**src/rtl/lrb_pkg.sv**
```systemverilog
// shared constants for the log line ring buffer
// no dependencies
package lrb_pkg;

    // beat field widths
    localparam int BYTE_W   = 8;
    localparam int INDEX_W  = 5;
    localparam int OFFSET_W = 7;
    localparam int HELD_W   = 6;
    localparam int REV_W    = 32;

    // action codes
    localparam logic ACT_PUSH = 1'b0;
    localparam logic ACT_READ = 1'b1;

    // special bytes
    localparam logic [BYTE_W-1:0] NL_BYTE   = 8'd10;
    localparam logic [BYTE_W-1:0] CR_BYTE   = 8'd13;
    localparam logic [BYTE_W-1:0] ZERO_BYTE = 8'd0;

    // command queue between front and back
    localparam int Q_DEPTH = 2;
    localparam int Q_PTR_W = 1;
    localparam int Q_CNT_W = 2;

endpackage

```
**src/rtl/lrb_queue.sv**
```systemverilog
// short command queue that decouples the front end from the back end
// depends on lrb_pkg
module lrb_queue #(
    parameter type t_cmd = logic
) (
    input  logic i_clk,
    input  logic i_rst_n,
    input  t_cmd i_data,
    input  logic i_valid,
    output logic o_ready,
    output t_cmd o_data,
    output logic o_valid,
    input  logic i_ready
);
    import lrb_pkg::*;

    t_cmd               r_mem [Q_DEPTH];
    logic [Q_PTR_W-1:0] r_wptr, r_rptr;
    logic [Q_CNT_W-1:0] r_count;
    logic               push, pop;

    assign o_ready = (r_count != Q_CNT_W'(Q_DEPTH));
    assign o_valid = (r_count != '0);
    assign o_data  = r_mem[r_rptr];
    assign push    = i_valid && o_ready;
    assign pop     = o_valid && i_ready;

    // storage
    always_ff @(posedge i_clk) begin
        if (push) begin
            r_mem[r_wptr] <= i_data;
        end
    end

    // pointers and fill count
    always_ff @(posedge i_clk) begin
        if (!i_rst_n) begin
            r_wptr  <= '0;
            r_rptr  <= '0;
            r_count <= '0;
        end else begin
            if (push) begin
                r_wptr <= (r_wptr == Q_PTR_W'(Q_DEPTH - 1)) ? '0 : r_wptr + 1'b1;
            end
            if (pop) begin
                r_rptr <= (r_rptr == Q_PTR_W'(Q_DEPTH - 1)) ? '0 : r_rptr + 1'b1;
            end
            if (push && !pop) begin
                r_count <= r_count + 1'b1;
            end else if (pop && !push) begin
                r_count <= r_count - 1'b1;
            end
        end
    end
endmodule

```
**config.mk**
```make
export PLATFORM = sky130hd
export DESIGN_NAME = lrb_queue
export DESIGN_NICKNAME = d
export VERILOG_FILES = /design/src/rtl/lrb_pkg.sv /design/src/rtl/lrb_queue.sv
export SDC_FILE = /design/constraint.sdc
export NUM_CORES = 1
export LEC_CHECK = 0
export BUFFER_PORTS_ARGS = -buffer_cell sky130_fd_sc_hd__buf_2
export CAP_MARGIN = 20
export CELL_PAD_IN_SITES_DETAIL_PLACEMENT = 0
export CELL_PAD_IN_SITES_GLOBAL_PLACEMENT = 1
export CORE_AREA = 8 8 45 47
export DETAILED_ROUTE_END_ITERATION = 7
export DIE_AREA = 0 0 53 55
export GPL_TIMING_DRIVEN = 0
export PLACE_DENSITY_LB_ADDON = 0.25
export SLEW_MARGIN = 20
export SYNTH_ARGS = -nofsm -noshare
export SYNTH_HDL_FRONTEND = slang
export SYNTH_SLANG_ARGS = --single-unit
```
**constraint.sdc**
```tcl
create_clock -name i_clk -period 4.1 [get_ports i_clk]
set_clock_uncertainty 0.15 [all_clocks]
set_input_delay 0.82 -clock i_clk [delete_from_list [all_inputs] [get_ports i_clk]]
set_output_delay 0.82 -clock i_clk [all_outputs]
set_load 0.01 [all_outputs]
```
==> summary.md <==
| Metric | Value |
|---|---|
| Status | finished, final reports clean |
| Worst R2R End | r_count[1]$_SDFFE_PN0P_ |
| Setup Viol. Count Final | 0 |
| First-pass GRT wire length | 855 um |
| Initial Utilization | 0.2269 |
| TritonCTS Buffers | 3 |
| Post-CTS sizing | 0 |
| Setup crit start | r_count[1]$_SDFFE_PN0P_ |
| Port-buffer cells | 7 |
| Gpl congestion | 0.7327 |
| DRT antenna net count | 0 |
| # clock sinks | 7 |
| Nets | 45 |
| Setup TNS | 0 ns |
| WP data arrival | 1.03 ns |
| CTS H-tree lvls | 1 |
| Worst EP required | 3.13 ns |
| GRT Residual Overflow | 0 |
| Clk slew on worst S/H paths | 0.05 ns |
| First drt pass iteration count | 3 |
| Tot GR Track Use | 0.04272 |
| Area growth, synth to finish | 25.90% |
| Min-Delay Path Class | reg2reg |
| #FFs+latches synth | 7 |
| Slew Limit Fails | 0 |
| Fin crit share | 0.4883 |
| Final hold vios | 0 |
| Fillcell total | 150 |
| Post-CTS setup buffers | 0 |
| Post-DR vias/cell | 4.111 |
| Routed Wire Length | 497 um |
| Yosys warning total | 0 |
| Commonest non-fill, non-tap cells in the layout | buf_2, dfxtp_1, and2_1, clkbuf_4 |
| Hold Worst Slack | 0.4045 ns |
| CP Capture Point | o_valid |
| Placed Cells | 50 |
| Iteration-0 DRC Markers | 1 |
| Lkg Pwr | 0.1695 nW |
| Commonest non-fill, non-tap cell in the layout | buf_2 |
| Mean Syn Cell Area | 11.63 um^2 |
| Layout cells sized above 1 | 0.3684 |
| Initial antenna violation count | 0 |
| TritonCTS clock tree | built |
| Largest net degree at the start of global routing | 6 |
| Final Non-Filler Cells | 54 |
| Yosys cell types | 18 |
| Rel. slew slack | 0.8607 |
| Mapped Area | 314.1 um^2 |
| Wire per inst | 9.204 um |
| VDD IR max | 179.6 uV |
| Fin crit period | 2.002 ns |
| Die area | 2915 um^2 |
| Bufs on Longest Clock Path | 2 |
| Pwr per Cell Area | 680.9 nW/um^2 |
| Critical path capture point type | output pin |
| I/O Pins | 8 |
| Mapped Nets | 33 |
| RSZ-0062 raised after global routing | false |
| RR Startpoint | r_count[0]$_SDFFE_PN0P_ |
| Startpoint type of the worst setup path | flip-flop |
| Crit Path Category | reg2out |
| Number of global-route vias before repair | 224 |
| Worst skew pair latency | 0.24 ns |
| Antenna Diode Count | 0 |
| Post-synthesis sequential area ratio | 0.5100 |
| Max cap viols | 0 |
| Remaining DRCs | 0 |
| Clk root buf | clkbuf_4 |
| Cts hold-fix bufs | 0 |
| Worst Hold Launch | r_count[1]$_SDFFE_PN0P_ |
| Worst-case reg-to-reg path depth | 5 |
| Worst slew pin tran | 0.2075 ns |
| Core area | 1384 um^2 |
| Post-Synthesis Cells | 27 |
| Die X | 53 um |
| Vias | 222 |
| Fmax | 499.5 MHz |
| R2R Setup Slk | 2.37 ns |
| Row count | 14 |
| Peak fanout along the critical path | 5 |
| Die H | 55 um |
[synth_stat cells]
master	count	area share
a21bo_2	1	0.032
a21boi_0	1	0.024
a21boi_1	1	0.024
and2_1	4	0.080
and3_1	1	0.020
dfxtp_1	5	0.32
edfxtp_1	2	0.19
ha_1	1	0.040
inv_1	1	0.012
mux2_2	1	0.036
nand2b_4	1	0.044
nand3b_1	1	0.024
o21ai_0	1	0.016
o21ai_1	1	0.016
or2_2	1	0.020
or3_1	1	0.020
xnor2_1	2	0.056
xor2_1	1	0.028
[worst min path at each step]
stage / to / cells past startpoint
floorplan: r_count[1]$_SDFFE_PN0P_ / 2
global placement: r_count[1]$_SDFFE_PN0P_ / 2
detailed placement: r_count[1]$_SDFFE_PN0P_ / 2
CTS: r_count[1]$_SDFFE_PN0P_ / 2
global route: r_count[1]$_SDFFE_PN0P_ / 2
finish: r_count[1]$_SDFFE_PN0P_ / 2
[cell families after synthesis]
| family | after synthesis | synth area share |
|---|---|---|
| compound gates | 5 | 0.1115 |
| buf+inv | 1 | 0.01194 |
| fa+ha+maj | 1 | 0.03983 |
| simple gates | 9 | 0.2072 |
| xor+xnor | 3 | 0.08368 |
| mux | 1 | 0.03585 |
| flops | 7 | 0.5100 |
[report_power, final]
part / internal, mW / switching (mW) / leakage, nW / total, mW
combinational: 0.0583 / 0.0427 / 0.0945 / 0.101
clock: 0.0370 / 0.0231 / 0.0150 / 0.0601
sequential: 0.0922 / 0.0159 / 0.0600 / 0.108
total: 0.187 / 0.0817 / 0.169 / 0.269
[critical path, cell delays in order (launching register included)]
cell and delay (ns):
dfxtp_1 0.35, or2_2 0.30, buf_2 0.14
[through the flow]
step	total power, mW	util	area, um^2	worst slack (ns)
6_report	0.2692	0.2857	395.4	2.098
5_1_grt	0.2942	0.2857	395.4	2.050
4_1_cts	0.2758	0.2857	395.4	2.077
3_5_place_dp	0.2127	0.2667	369.1	1.973
3_3_place_gp	0.2101	0.2667	369.1	2.009
2_1_floorplan	0.1857	-	314.1	2.167
[metal layers]
metal,track usage,part of all wire,vias up
li1,-,-,114
met5,0,0,-
met3,0.04011,0.095,0
met1,0.03211,0.37,102
met4,0.02586,0,0
met2,0.07031,0.53,6
[area by class of cell]
class / count / area [um^2] / share of cell area
Timing Repair Buffer: 7 / 35.03 / 0.08861
Inverter: 1 / 3.754 / 0.009494
Tap cell: 16 / 20.02 / 0.05063
Sequential cell: 7 / 160.2 / 0.4051
Clock buffer: 4 / 26.28 / 0.06646
Multi-Input combinational cell: 19 / 150.1 / 0.3797
Power figures use the tool's default switching activity.
